File: config.mk
export PLATFORM = sky130hd
export DESIGN_NAME = linear_convolution_engine
export DESIGN_NICKNAME = d
export VERILOG_FILES = /design/src/rtl/core/lce_pkg.sv /design/src/rtl/core/lce_ram.sv /design/src/rtl/core/lce_ctrl.sv /design/src/rtl/core/lce_dpath.sv /design/src/rtl/core/linear_convolution_engine.sv
export SDC_FILE = /design/constraint.sdc
export NUM_CORES = 2
export LEC_CHECK = 0
export ABC_AREA = 1
export BUFFER_PORTS_ARGS = -buffer_cell sky130_fd_sc_hd__buf_2
export CORE_ASPECT_RATIO = 0.5
export CORE_MARGIN = 3
export CORE_UTILIZATION = 30
export DETAILED_ROUTE_END_ITERATION = 7
export SYNTH_ARGS = -nofsm -noshare
export SYNTH_HDL_FRONTEND = slang
export SYNTH_SLANG_ARGS = --single-unit
File: constraint.sdc
create_clock -name clk_i -period 16.75 [get_ports clk_i]
set_input_delay 2.5125 -clock clk_i [delete_from_list [all_inputs] [get_ports clk_i]]
set_output_delay 2.5125 -clock clk_i [all_outputs]
set_load 0.01 [all_outputs]
File: src/rtl/core/lce_pkg.sv
// ----------------------------------------------------------------------------
// lce_pkg
// Shared types and constants of the linear convolution engine: item kinds,
// controller states, and the command and status words that pass between the
// controller and the datapath.
// ----------------------------------------------------------------------------
package lce_pkg;

  // Fixed widths of the result word
  localparam int unsigned VALUE_W = 32;
  localparam int unsigned IDX_W   = 6;

  // Saturation limits of the result value
  localparam logic [VALUE_W-1:0] VALUE_MAX = {1'b0, {(VALUE_W-1){1'b1}}};
  localparam logic [VALUE_W-1:0] VALUE_MIN = {1'b1, {(VALUE_W-1){1'b0}}};

  // Item kinds; the fourth code means nothing and is ignored
  typedef enum logic [1:0] {
    KIND_LOAD_A = 2'd0,
    KIND_LOAD_B = 2'd1,
    KIND_RUN    = 2'd2
  } kind_e;

  // Controller states
  typedef enum logic [1:0] {
    ST_IDLE  = 2'd0,
    ST_MAC   = 2'd1,
    ST_DRAIN = 2'd2
  } ctrl_state_e;

  // One multiply-accumulate term issued by the controller
  typedef struct packed {
    logic             issue;      // term is valid this cycle
    logic             first;      // first term of an output: restart the sum
    logic             last_term;  // last term of an output: emit the sum
    logic             final_out;  // this output is the last of the run
    logic [IDX_W-1:0] index;      // output position
  } mac_cmd_t;

  // Status from the datapath back to the controller
  typedef struct packed {
    logic run_done;  // last result word of the run is on the output now
  } dp_status_t;

endpackage

File: src/rtl/core/lce_ram.sv
// ----------------------------------------------------------------------------
// lce_ram
// Generic simple dual-port RAM: one write port, one read port, registered
// read data.
// ----------------------------------------------------------------------------
module lce_ram #(
  parameter int unsigned WIDTH = 24,
  parameter int unsigned DEPTH = 32
) (
  input  logic                     clk_i,
  input  logic                     we_i,
  input  logic [$clog2(DEPTH)-1:0] waddr_i,
  input  logic [WIDTH-1:0]         wdata_i,
  input  logic                     re_i,
  input  logic [$clog2(DEPTH)-1:0] raddr_i,
  output logic [WIDTH-1:0]         rdata_o
);

  logic [WIDTH-1:0] mem_q [DEPTH];
  logic [WIDTH-1:0] rdata_q;

  // Write port
  always_ff @(posedge clk_i) begin
    if (we_i) begin
      mem_q[waddr_i] <= wdata_i;
    end
  end

  // Registered read port
  always_ff @(posedge clk_i) begin
    if (re_i) begin
      rdata_q <= mem_q[raddr_i];
    end
  end

  assign rdata_o = rdata_q;

endmodule

File: src/rtl/core/lce_ctrl.sv
// ----------------------------------------------------------------------------
// lce_ctrl
// Controller of the convolution engine: takes command words, keeps the two
// sequence lengths, and walks the output index n and the term index m over
// the valid band of each output, issuing one multiply-accumulate per cycle.
// ----------------------------------------------------------------------------
module lce_ctrl
  import lce_pkg::*;
#(
  parameter int unsigned MAX_LEN = 32
) (
  input  logic                       clk_i,
  input  logic                       rst_ni,
  input  logic                       start,
  input  logic [1:0]                 kind_i,
  output logic                       busy,
  input  dp_status_t                 status_i,
  output mac_cmd_t                   cmd_o,
  output logic                       wr_a_o,
  output logic                       wr_b_o,
  output logic [$clog2(MAX_LEN)-1:0] waddr_a_o,
  output logic [$clog2(MAX_LEN)-1:0] waddr_b_o,
  output logic [$clog2(MAX_LEN)-1:0] raddr_a_o,
  output logic [$clog2(MAX_LEN)-1:0] raddr_b_o
);

  localparam int unsigned LEN_W = $clog2(MAX_LEN + 1);
  localparam int unsigned AW    = $clog2(MAX_LEN);
  localparam int unsigned NW    = $clog2(2 * MAX_LEN - 1);
  localparam logic [LEN_W-1:0] LEN_FULL = LEN_W'(MAX_LEN);

  ctrl_state_e      state_q, state_d;
  logic [LEN_W-1:0] len_a_q, len_a_d;
  logic [LEN_W-1:0] len_b_q, len_b_d;
  logic [NW-1:0]    n_q, n_d;
  logic [AW-1:0]    m_q, m_d;

  logic          accept;
  kind_e         kind;
  logic [NW-1:0] len_a_n, len_b_n, total_m1, n_next;
  logic [AW-1:0] m_hi, m_lo_next;
  logic          last_term, final_term, run_ok;

  assign accept = start && (state_q == ST_IDLE);
  assign kind   = kind_e'(kind_i);
  assign run_ok = (len_a_q != '0) && (len_b_q != '0);

  // Band of terms for the current output
  assign len_a_n   = NW'(len_a_q);
  assign len_b_n   = NW'(len_b_q);
  assign total_m1  = len_a_n + len_b_n - NW'(2);
  assign n_next    = n_q + NW'(1);
  assign m_hi      = (n_q < len_b_n) ? AW'(n_q) : AW'(len_b_n - NW'(1));
  assign m_lo_next = (n_next >= len_a_n) ? AW'(n_next - len_a_n + NW'(1)) : '0;
  assign last_term  = (m_q == m_hi);
  assign final_term = last_term && (n_q == total_m1);

  // Next state
  always_comb begin
    state_d = state_q;
    case (state_q)
      ST_IDLE: begin
        if (accept && (kind == KIND_RUN) && run_ok) begin
          state_d = ST_MAC;
        end
      end
      ST_MAC: begin
        if (final_term) begin
          state_d = ST_DRAIN;
        end
      end
      ST_DRAIN: begin
        if (status_i.run_done) begin
          state_d = ST_IDLE;
        end
      end
      default: state_d = ST_IDLE;
    endcase
  end

  // Outputs and counter updates
  always_comb begin
    busy      = (state_q != ST_IDLE);
    cmd_o     = '0;
    wr_a_o    = 1'b0;
    wr_b_o    = 1'b0;
    waddr_a_o = AW'(len_a_q);
    waddr_b_o = AW'(len_b_q);
    raddr_b_o = m_q;
    raddr_a_o = AW'(n_q - NW'(m_q));
    len_a_d   = len_a_q;
    len_b_d   = len_b_q;
    n_d       = n_q;
    m_d       = m_q;
    case (state_q)
      ST_IDLE: begin
        if (accept) begin
          case (kind)
            KIND_LOAD_A: begin
              // drop the sample once the sequence is full
              if (len_a_q < LEN_FULL) begin
                wr_a_o  = 1'b1;
                len_a_d = len_a_q + LEN_W'(1);
              end
            end
            KIND_LOAD_B: begin
              if (len_b_q < LEN_FULL) begin
                wr_b_o  = 1'b1;
                len_b_d = len_b_q + LEN_W'(1);
              end
            end
            KIND_RUN: begin
              n_d = '0;
              m_d = '0;
              // an empty sequence gives no output but still clears both
              if (!run_ok) begin
                len_a_d = '0;
                len_b_d = '0;
              end
            end
            default: ;
          endcase
        end
      end
      ST_MAC: begin
        cmd_o.issue     = 1'b1;
        cmd_o.first     = (n_q == '0) || (m_q == AW'(0) && n_q < len_a_n) ||
                          (n_q >= len_a_n && m_q == AW'(n_q - len_a_n + NW'(1)));
        cmd_o.last_term = last_term;
        cmd_o.final_out = final_term;
        cmd_o.index     = IDX_W'(n_q);
        if (last_term) begin
          n_d = n_next;
          m_d = m_lo_next;
        end else begin
          m_d = m_q + AW'(1);
        end
        if (final_term) begin
          len_a_d = '0;
          len_b_d = '0;
        end
      end
      ST_DRAIN: ;
      default: ;
    endcase
  end

  // Control registers
  always_ff @(posedge clk_i or negedge rst_ni) begin
    if (!rst_ni) begin
      state_q <= ST_IDLE;
      len_a_q <= '0;
      len_b_q <= '0;
      n_q     <= '0;
      m_q     <= '0;
    end else begin
      state_q <= state_d;
      len_a_q <= len_a_d;
      len_b_q <= len_b_d;
      n_q     <= n_d;
      m_q     <= m_d;
    end
  end

  // The term index stays inside the band of the current output
  assert property (@(posedge clk_i) disable iff (!rst_ni)
    (state_q == ST_MAC) |-> (m_q <= m_hi))
    else $error("term index ran past the band of the output");

  // The final term ends the run and clears both lengths
  assert property (@(posedge clk_i) disable iff (!rst_ni)
    (cmd_o.issue && cmd_o.final_out) |=>
      (state_q == ST_DRAIN && len_a_q == '0 && len_b_q == '0))
    else $error("run did not close after its final term");

  // Lengths never pass the capacity of the stores
  assert property (@(posedge clk_i) disable iff (!rst_ni)
    (len_a_q <= LEN_FULL) && (len_b_q <= LEN_FULL))
    else $error("sequence length above capacity");

endmodule

File: src/rtl/core/lce_dpath.sv
// ----------------------------------------------------------------------------
// lce_dpath
// Datapath of the convolution engine: the two sample stores, one pipelined
// multiply-accumulate unit, and the rounding and saturation of each sum.
// ----------------------------------------------------------------------------
module lce_dpath
  import lce_pkg::*;
#(
  parameter int unsigned MAX_LEN     = 32,
  parameter int unsigned SAMPLE_BITS = 24
) (
  input  logic                       clk_i,
  input  logic                       rst_ni,
  input  logic [SAMPLE_BITS-1:0]     sample_i,
  input  mac_cmd_t                   cmd_i,
  input  logic                       wr_a_i,
  input  logic                       wr_b_i,
  input  logic [$clog2(MAX_LEN)-1:0] waddr_a_i,
  input  logic [$clog2(MAX_LEN)-1:0] waddr_b_i,
  input  logic [$clog2(MAX_LEN)-1:0] raddr_a_i,
  input  logic [$clog2(MAX_LEN)-1:0] raddr_b_i,
  output dp_status_t                 status_o,
  output logic                       strobe_o,
  output logic [VALUE_W-1:0]         value_o,
  output logic [IDX_W-1:0]           index_o,
  output logic                       last_o
);

  localparam int unsigned AW     = $clog2(MAX_LEN);
  localparam int unsigned PROD_W = 2 * SAMPLE_BITS;
  localparam int unsigned ACC_W  = PROD_W + AW;
  localparam int unsigned FRAC   = SAMPLE_BITS - 1;
  localparam int unsigned RND_W  = (ACC_W + 1 > VALUE_W + 1) ? ACC_W + 1 : VALUE_W + 1;
  localparam logic signed [RND_W-1:0] HALF =
    {{(RND_W-1){1'b0}}, 1'b1} << (FRAC - 1);
  localparam logic signed [RND_W-1:0] SAT_HI =
    {{(RND_W-VALUE_W+1){1'b0}}, {(VALUE_W-1){1'b1}}};
  localparam logic signed [RND_W-1:0] SAT_LO =
    {{(RND_W-VALUE_W+1){1'b1}}, {(VALUE_W-1){1'b0}}};

  logic [SAMPLE_BITS-1:0] a_rd, b_rd;
  mac_cmd_t               s1_q, s2_q, s3_q;
  logic signed [PROD_W-1:0] prod_q, prod_d;
  logic signed [ACC_W-1:0]  acc_q, acc_d;
  logic signed [RND_W-1:0]  rnd_sum, rnd_shr;
  logic [VALUE_W-1:0]       value_d, value_q;
  logic [IDX_W-1:0]         index_q;
  logic                     strobe_q, last_q;

  // Sample stores
  lce_ram #(
    .WIDTH (SAMPLE_BITS),
    .DEPTH (MAX_LEN)
  ) u_ram_a (
    .clk_i   (clk_i),
    .we_i    (wr_a_i),
    .waddr_i (waddr_a_i),
    .wdata_i (sample_i),
    .re_i    (cmd_i.issue),
    .raddr_i (raddr_a_i),
    .rdata_o (a_rd)
  );

  lce_ram #(
    .WIDTH (SAMPLE_BITS),
    .DEPTH (MAX_LEN)
  ) u_ram_b (
    .clk_i   (clk_i),
    .we_i    (wr_b_i),
    .waddr_i (waddr_b_i),
    .wdata_i (sample_i),
    .re_i    (cmd_i.issue),
    .raddr_i (raddr_b_i),
    .rdata_o (b_rd)
  );

  // Exact product of the two samples
  assign prod_d = $signed(a_rd) * $signed(b_rd);

  // Restart the sum on the first term, else add the product
  always_comb begin
    acc_d = acc_q;
    if (s2_q.issue) begin
      acc_d = (s2_q.first ? '0 : acc_q) + {{AW{prod_q[PROD_W-1]}}, prod_q};
    end
  end

  // Round half up to the output scale, then saturate
  always_comb begin
    rnd_sum = {{(RND_W-ACC_W){acc_q[ACC_W-1]}}, acc_q} + HALF;
    rnd_shr = rnd_sum >>> FRAC;
    if (rnd_shr > SAT_HI) begin
      value_d = VALUE_MAX;
    end else if (rnd_shr < SAT_LO) begin
      value_d = VALUE_MIN;
    end else begin
      value_d = rnd_shr[VALUE_W-1:0];
    end
  end

  // Pipeline control tags and result strobe
  always_ff @(posedge clk_i or negedge rst_ni) begin
    if (!rst_ni) begin
      s1_q     <= '0;
      s2_q     <= '0;
      s3_q     <= '0;
      strobe_q <= 1'b0;
      last_q   <= 1'b0;
      index_q  <= '0;
    end else begin
      s1_q     <= cmd_i;
      s2_q     <= s1_q;
      s3_q     <= s2_q;
      strobe_q <= s3_q.issue && s3_q.last_term;
      last_q   <= s3_q.issue && s3_q.last_term && s3_q.final_out;
      index_q  <= s3_q.index;
    end
  end

  // Payload registers
  always_ff @(posedge clk_i) begin
    prod_q <= prod_d;
    acc_q  <= acc_d;
    if (s3_q.issue && s3_q.last_term) begin
      value_q <= value_d;
    end
  end

  assign strobe_o          = strobe_q;
  assign value_o           = value_q;
  assign index_o           = index_q;
  assign last_o            = last_q;
  assign status_o.run_done = strobe_q && last_q;

endmodule

File: src/rtl/core/linear_convolution_engine.sv
// ----------------------------------------------------------------------------
// linear_convolution_engine
// Full linear convolution of two signed sample sequences on one shared
// multiply-accumulate unit.
// ----------------------------------------------------------------------------
// Usage:
//   A command word is taken at a clock edge where start is high and busy is
//   low. kind 0 appends sample_i to sequence A, kind 1 appends it to B; a
//   sample for a sequence that already holds MAX_LEN entries is dropped.
//   Loads leave busy low, so they may come back to back.
//   kind 2 runs the convolution: lenA+lenB-1 result words follow in index
//   order, each for exactly one cycle with strobe_o high, the final one with
//   last_o high. The receiver cannot stall; it must take every word.
//   A run issues one multiply term per cycle, lenA*lenB terms in total;
//   each term passes in order through the store read, the multiplier, the
//   accumulator and the output register, and the multiplier issue loop sets
//   the rate. Words follow one band of terms apart, a band holding at most
//   min(lenA,lenB) terms. busy stays high through the cycle of the final
//   word and falls at the next edge. A run with an empty sequence emits
//   nothing. Every run clears both lengths. Values are rounded half up to
//   SAMPLE_BITS-1 fraction bits and saturated to 32 bits.
//   Reset clears both lengths and the controller; store contents need no
//   clearing and there is no start-up sweep.
// ----------------------------------------------------------------------------
module linear_convolution_engine
  import lce_pkg::*;
#(
  parameter int unsigned MAX_LEN     = 32,
  parameter int unsigned SAMPLE_BITS = 24
) (
  input  logic                   clk_i,
  input  logic                   rst_ni,
  input  logic                   start,
  output logic                   busy,
  input  logic [1:0]             kind_i,
  input  logic [SAMPLE_BITS-1:0] sample_i,
  output logic                   strobe_o,
  output logic [VALUE_W-1:0]     value_o,
  output logic [IDX_W-1:0]       index_o,
  output logic                   last_o
);

  localparam int unsigned AW = $clog2(MAX_LEN);

  mac_cmd_t      cmd;
  dp_status_t    status;
  logic          wr_a, wr_b;
  logic [AW-1:0] waddr_a, waddr_b, raddr_a, raddr_b;

  // Sequencer
  lce_ctrl #(
    .MAX_LEN (MAX_LEN)
  ) u_ctrl (
    .clk_i     (clk_i),
    .rst_ni    (rst_ni),
    .start     (start),
    .kind_i    (kind_i),
    .busy      (busy),
    .status_i  (status),
    .cmd_o     (cmd),
    .wr_a_o    (wr_a),
    .wr_b_o    (wr_b),
    .waddr_a_o (waddr_a),
    .waddr_b_o (waddr_b),
    .raddr_a_o (raddr_a),
    .raddr_b_o (raddr_b)
  );

  // Stores and arithmetic
  lce_dpath #(
    .MAX_LEN     (MAX_LEN),
    .SAMPLE_BITS (SAMPLE_BITS)
  ) u_dpath (
    .clk_i     (clk_i),
    .rst_ni    (rst_ni),
    .sample_i  (sample_i),
    .cmd_i     (cmd),
    .wr_a_i    (wr_a),
    .wr_b_i    (wr_b),
    .waddr_a_i (waddr_a),
    .waddr_b_i (waddr_b),
    .raddr_a_i (raddr_a),
    .raddr_b_i (raddr_b),
    .status_o  (status),
    .strobe_o  (strobe_o),
    .value_o   (value_o),
    .index_o   (index_o),
    .last_o    (last_o)
  );

endmodule
After elaboration in Yosys (flattened, before gate mapping)
Memories as Yosys holds them, arrays and structs flattened. A register that Yosys moved wholly into a read port is not among the register bits.
Index checks and enable logic that the tools add are counted.
Storage, ports and cells
  register bits: 195
  bits in writable memories: 1536
  input bits: 29
  output and inout bits: 41
  word-level logic and storage cells: 132
  memories kept: 2
Memory list
  u_dpath.u_ram_a.mem_q: depth 32, width 24, rd ports 1, clocked after Yosys merged registers in 1, write ports 1, line lce_ram.sv:19  | logic [WIDTH-1:0] mem_q [DEPTH];
  u_dpath.u_ram_b.mem_q: depth 32, width 24, rd ports 1, clocked after Yosys merged registers in 1, write ports 1, line lce_ram.sv:19
Operators by class
  add/sub/neg operators: 14
  multipliers: 1
  $lt $le $gt $ge: 8
  eq/ne operators: 18
  muxes and demuxes: 39
  reduce and logical (&&, ||, !) cells: 25
Operators by type and width (count)
  $pmux 6 s2: 5
  $add 53x24->54 const B: 1
  $mux 6: 9
  $add 53x53->53: 1
  $mux 53: 1
  $mul 24x24->48: 1
  $gt 31x32->1 const B: 1
  $lt 31x32->1 const B: 1
  $mux 32: 1
  $mux 5: 5
  $add 6x1->6 const B: 3
  $add 5x1->5 const B: 3
  $ne 3x3->1 const B: 5
  $sub 5x5->5: 3
  $ge 6x6->1: 2
  $lt 6x6->1: 2
  $lt 6x6->1 const B: 2
  $mux 1: 12
  $reduce_and 6->1: 2
  $reduce_bool 6->1: 2
  $eq 5x5->1: 2
  $logic_and 1x1->1: 10
  $mux 10: 1
  $pmux 5 s2: 1
  other kinds (17): 29

Logic depth before layout (Yosys ltp)
  depth after elaboration: 7
  depth in mapped cells: 28
  mapped depth without buffers: 27

By module
From an unflattened synthesis, not the netlist that was laid out.
Unflattened totals
  cell total of the unflattened synthesis: 10264
  area, all modules: 100442.6 µm²
Modules (own cells, without submodules)
  lce_ram: instances 2, cells an instance 2665, area each 32000.7 µm², seq. area each 23782.8 µm²
  lce_dpath: instances 1, cells an instance 4489, area each 33208.1 µm², seq. area each 4439.3 µm²
  lce_ctrl: instances 1, cells an instance 445, area each 3233.1 µm², seq. area each 625.6 µm²

Worst setup path before layout
Ideal clock, no wire load.
  kind: flip-flop to flip-flop
  from: reg u_dpath.u_ram_a.rdata_q[23], in the netlist u_dpath.u_ram_a.rdata_o[23], read port of u_dpath.u_ram_a.mem_q
  to: reg u_dpath.prod_q[42]
  setup time: 0.072 ns
  arrival time: 6.419 ns
  required time: 16.678 ns
  path slack: 10.259 ns
  stages on the path, launching flop included: 23
  path buffers: 1
  clock period less this slack: 6.491 ns
  path through: edfxtp_1 > clkbuf_1 > nand2_1 > inv_1 > fa_1 > fa_1 > inv_1 > fa_1 > inv_1 > fa_1 > fa_1 > fa_1 > inv_1 > fa_1 > inv_1 > ha_1 > nand2_1 > nor2_1 > inv_1 > nor4_1 > nand3_1 > nand3_1 > xor2_1
Between the ends
  cells in the longest elaborated chain, start to end: 1
RTL lines
  start, declared: line lce_ram.sv:20  | logic [WIDTH-1:0] rdata_q;
  $mul 24x24->48: line lce_dpath.sv:78  | assign prod_d = $signed(a_rd) * $signed(b_rd);
  named net u_dpath.prod_d[42]: line lce_dpath.sv:43  | logic signed [PROD_W-1:0] prod_q, prod_d;
  end signal, assigned: line lce_dpath.sv:122  | prod_q <= prod_d;
  end, declared: line lce_dpath.sv:43
The timed path passes the listed nets, and every way through them passes these cells.
A chain may end at the register's enable or synchronous reset.

Worst setup path after layout
Same ends and word-level chain as after synthesis.

==> impl_metrics.env <==
export IMPL_ys_warn_count=0
export IMPL_crit_slowest_cell="sky130_fd_sc_hd__edfxtp_1"
export IMPL_crit_reg2reg_capture="u_dpath.prod_q[42]$_DFF_P_"
export IMPL_reg2reg_path_depth=21
export IMPL_numClockSinks=1779
export IMPL_syn_instance_count=8623
export IMPL_track_usage_pct=15.9
export IMPL_routed_wire_length_um=266000
export IMPL_rows=145
export IMPL_ys_seq_elements=1779
export IMPL_count_of_nets_left_with_antenna_violations_after_detail_routing=0
export IMPL_grt_first_pass_wirelength_um=400000
export IMPL_worst_setup_path_start_kind="flip-flop"
export IMPL_placement_setup_worst_slack_ps=9410
export IMPL_floorplan_die_height_um=405
export IMPL_power_frac_comb_pct=1.0
export IMPL_cts_repair_resize_count=0
export IMPL_timing_critical_path_required_ps=17470
export IMPL_post_route_min_period_ps=7380
export IMPL_power_report_internal_total_mw=7.04
export IMPL_multiInputGateArea_um2=37100
export IMPL_slowest_delay_ps=860
export IMPL_drive_gt1_share_pct=6.82
export IMPL_pwr_share_clk_pct=44.0
export IMPL_fmax_mhz=136
export IMPL_worst_rel_slew_slack_pct=15.1
export IMPL_sw_frac_of_total_pct=20.1
export IMPL_buffer_ports_inserted=69
export IMPL_wl_per_cell_um=20.6
export IMPL_synth_edf_count=1669
export IMPL_synthDominantAreaCellType="sky130_fd_sc_hd__edfxtp_1"
export IMPL_run_status="completed"
export IMPL_tightest_hold_check_type="flip-flop to flip-flop"
export IMPL_crit_path_cell_trace="nand2_1 -> inv_1 -> fa_1 -> fa_1 -> inv_1 -> fa_1 -> inv_1 -> fa_1 -> fa_1 -> fa_1 -> inv_1 -> fa_1 -> inv_1 -> ha_1 -> nand2_1 -> nor2_1 -> inv_1 -> nor4_1 -> nand3_1 -> nand3_1 -> xor2_1"
export IMPL_synthesis_nets=9508
export IMPL_clock_tree_from_tritoncts="done"
export IMPL_sequential_cell_area_um2=52600
export IMPL_crit_path_end_kind="flip-flop"
export IMPL_vias_per_cell=4.93
export IMPL_net_switching_power_mw=1.77
export IMPL_report_final_hold_viol_count=0
export IMPL_yosysUniqueCellTypes=59
export IMPL_synthTopCellsByArea="sky130_fd_sc_hd__edfxtp_1 52%, sky130_fd_sc_hd__fa_1 13%, sky130_fd_sc_hd__nand2_1 4.9%, sky130_fd_sc_hd__inv_1 4.7%, sky130_fd_sc_hd__nor2_1 4.6%"
export IMPL_sequentialPowerShare_pct=55.0
export IMPL_post_cts_buffers=0
export IMPL_critPathCapture="u_dpath.prod_q[42]$_DFF_P_"
export IMPL_drt_initial_drc_count=6613
export IMPL_timing_hold_ws_ps=326
export IMPL_sequential_element_share_of_the_synthesized_area_pct=55.0
export IMPL_synth_area_per_cell_um2=11.1
export IMPL_rsz0062_at_grt="no"
export IMPL_path_common_cell="sky130_fd_sc_hd__fa_1"
export IMPL_r2r_start="u_dpath.u_ram_a.rdata_o[23]$_DFFE_PP_"
export IMPL_place_detailed_hpwl_um=167000
export IMPL_fin_crit_sh_pct=44.0
export IMPL_synth_top_area_share_pct=52.4
export IMPL_cp_top_family="adder cells"
export IMPL_totalNegativeSetupSlack_ps=0
export IMPL_die_area_um2=326000
export IMPL_setup_worst_path_start="u_dpath.u_ram_a.rdata_o[23]$_DFFE_PP_"
export IMPL_ctsHoldBuffers=0
export IMPL_clk_insertion_delay_late_ps=870
export IMPL_htree_num_levels=4
export IMPL_drt_first_pass_iters=6
export IMPL_floorplan_die_width_um=805
export IMPL_grt_max_degree=176
export IMPL_power_density_nw_per_um2=82.7
export IMPL_final_max_slew_viol_count=0
export IMPL_crit_cells=21
export IMPL_root_buffer="sky130_fd_sc_hd__clkbuf_16"
export IMPL_setup_reg_to_reg_worst_slack_ps=9370
export IMPL_detail_route_drc_violations=0
export IMPL_clk_skew_ps=123
export IMPL_area_delta_synth_final_pct=11.5
export IMPL_vias_in_the_first_global_route=63342
export IMPL_gp_congestion=0.900
export IMPL_worstSetupPathType="flip-flop to flip-flop"
export IMPL_synth_main_ff_cell="sky130_fd_sc_hd__edfxtp_1"
export IMPL_vdd_drop_max_v=0.0000926
export IMPL_number_of_antenna_violations_at_the_first_check_in_global_routing=5
export IMPL_fin_cells=12933
export IMPL_critical_path_peak_fanout=24
export IMPL_fin_nets=9492
export IMPL_placedCellCount=12615
export IMPL_max_cap_violations=0
export IMPL_cellLeakagePower_nw=42.3
export IMPL_timing_critical_path_buf_inv=6
export IMPL_num_io_pins=70
export IMPL_layout_core_utilization_pct=33.9
export IMPL_worst_endpoint_arrival_ps=8090
export IMPL_max_slew_worst_pin_slew_ps=1270
export IMPL_core_area_um2=315000
export IMPL_cts_max_path_bufs=4
export IMPL_setup_violations=0
export IMPL_cts_buffers=179
export IMPL_initial_utilization_pct=30.4
export IMPL_fillerInstances=31202
export IMPL_layout_setup_ws_ps=9370
export IMPL_clk_pin_slew_worst_paths_ps=80
export IMPL_grt_overflow_total=0
export IMPL_ys_async_sr_fraction_pct=3.49
export IMPL_routed_via_count=63803
export IMPL_syn_area_um2=95700
-- cell families after synthesis --
kind of cell    Yosys count  share of synthesized area [%]
fa+ha+maj               856                           16.0
flops                  1779                           55.0
buf+inv                1630                           6.49
xor+xnor                156                           1.44
compound gates         1342                           8.57
simple gates           2764                           11.5
mux                      96                           1.00
-- worst reg2reg max path, delay by kind of cell, from the launching register on --
family                     cells  cell delay, ps
xor gates and xnor gates       1             140
adders and majority gates      8            4210
buffers and inverters          6             990
DFF                            1             860
and+or+nand+nor                6            1080
-- layer usage --
layer,vias up,GRT usage (%),share of wire (%)
met1,32055,21.6,43
met5,-,0,0.0049
met2,2332,26.7,47
met4,2,4.38,2.8
li1,29017,-,-
met3,397,2.29,7.2
-- cell usage after synthesis, types with 3 or more instances --
library cell,count
sky130_fd_sc_hd__dfxtp_1,48
sky130_fd_sc_hd__o211ai_1,26
sky130_fd_sc_hd__or2_2,10
sky130_fd_sc_hd__buf_4,4
sky130_fd_sc_hd__o31ai_1,27
sky130_fd_sc_hd__a21oi_1,119
sky130_fd_sc_hd__o21ai_1,15
sky130_fd_sc_hd__ha_1,242
sky130_fd_sc_hd__and3_1,3
sky130_fd_sc_hd__inv_2,8
sky130_fd_sc_hd__dfrtp_1,62
sky130_fd_sc_hd__nand2_4,4
sky130_fd_sc_hd__nand3b_1,4
sky130_fd_sc_hd__a21boi_0,3
sky130_fd_sc_hd__nor4_1,15
sky130_fd_sc_hd__clkbuf_1,348
sky130_fd_sc_hd__fa_1,614
sky130_fd_sc_hd__a31oi_1,28
sky130_fd_sc_hd__buf_1,22
sky130_fd_sc_hd__xor2_1,113
sky130_fd_sc_hd__nor2_1,1164
sky130_fd_sc_hd__o21bai_1,18
sky130_fd_sc_hd__edfxtp_1,1669
sky130_fd_sc_hd__o21a_1,5
sky130_fd_sc_hd__o32ai_1,97
sky130_fd_sc_hd__a21o_1,15
sky130_fd_sc_hd__mux2i_1,96
sky130_fd_sc_hd__a221oi_1,4
sky130_fd_sc_hd__clkinv_1,3
sky130_fd_sc_hd__nand4_1,51
sky130_fd_sc_hd__inv_1,1193
sky130_fd_sc_hd__xnor2_1,42
sky130_fd_sc_hd__nand2_1,1253
sky130_fd_sc_hd__o21ai_0,685
sky130_fd_sc_hd__nand3_1,208
sky130_fd_sc_hd__nor3_1,38
sky130_fd_sc_hd__o22ai_1,119
sky130_fd_sc_hd__buf_2,50
sky130_fd_sc_hd__o221ai_1,171
-- power by group through the flow --
stage                     clock network (mW)  registers, mW  logic (mW)
after detailed placement                   0           4.95      0.0850
after global placement                     0           4.95      0.0829
final                                   3.88           4.85      0.0838
after CTS                               3.96           4.85      0.0850
after global routing                    4.12           4.85      0.0899
after floorplan                            0           4.95     0.00117
-- cells in the final DEF, fill, tap and decap left out, types with 160 or more instances in the layout --
cell type                      n
sky130_fd_sc_hd__inv_1      1190
sky130_fd_sc_hd__nand2_1    1253
sky130_fd_sc_hd__nor2_1     1099
sky130_fd_sc_hd__fa_1        613
sky130_fd_sc_hd__ha_1        241
sky130_fd_sc_hd__buf_4       160
sky130_fd_sc_hd__edfxtp_1   1669
sky130_fd_sc_hd__o221ai_1    171
sky130_fd_sc_hd__clkbuf_16   182
sky130_fd_sc_hd__nand3_1     208
sky130_fd_sc_hd__o21ai_0     685
-- state kept, by name, indices dropped and copies added, names as in the netlist --
signal and count:
u_dpath.index_o 6, u_dpath.s1_q 10, u_dpath.u_ram_a.rdata_o 24, u_dpath.last_o 1, u_dpath.acc_q 53, u_dpath.strobe_o 1, u_dpath.u_ram_a.mem_q 768, u_ctrl.raddr_b_o 5
u_dpath.value_o 32, u_ctrl.n_q 6, u_ctrl.len_b_n 6, u_dpath.u_ram_b.mem_q 768, u_dpath.s3_q 9, u_dpath.u_ram_b.rdata_o 24, u_ctrl.len_a_n 6, u_dpath.prod_q 48
u_dpath.s2_q 10, u_ctrl.state_q 2
-- how the worst min path moves through the flow --
stage | start | endpoint | slack, ps | cells past startpoint
after floorplan | u_dpath.s3_q[0]$_DFF_PN0_ | u_dpath.index_o[0]$_DFF_PN0_ | 330 | 0
after global placement | u_dpath.s2_q[7]$_DFF_PN0_ | u_dpath.s3_q[7]$_DFF_PN0_ | 330 | 0
after detailed placement | u_dpath.s1_q[9]$_DFF_PN0_ | u_dpath.s2_q[9]$_DFF_PN0_ | 330 | 0
after CTS | u_dpath.s1_q[4]$_DFF_PN0_ | u_dpath.s2_q[4]$_DFF_PN0_ | 330 | 0
after global routing | u_dpath.s1_q[4]$_DFF_PN0_ | u_dpath.s2_q[4]$_DFF_PN0_ | 350 | 0
final | u_dpath.s1_q[4]$_DFF_PN0_ | u_dpath.s2_q[4]$_DFF_PN0_ | 330 | 0
-- metrics by stage --
step	instance area [um2]	power, mW
after floorplan	95700	4.95
after global placement	101000	5.03
after detailed placement	101000	5.03
after CTS	107000	8.89
after global routing	107000	9.06
final	107000	8.82
-- cell type report --
class,count,area share (%)
Sequential cell,1779,49.3
Timing Repair Buffer,229,1.46
Tap cell,4189,4.91
Multi-Input combinational cell,5214,34.8
Antenna cell,3,0.00704
Clock buffer,230,4.55
Clock inverter,85,0.670
Inverter,1204,4.26
Power figures use the tool's default switching activity.
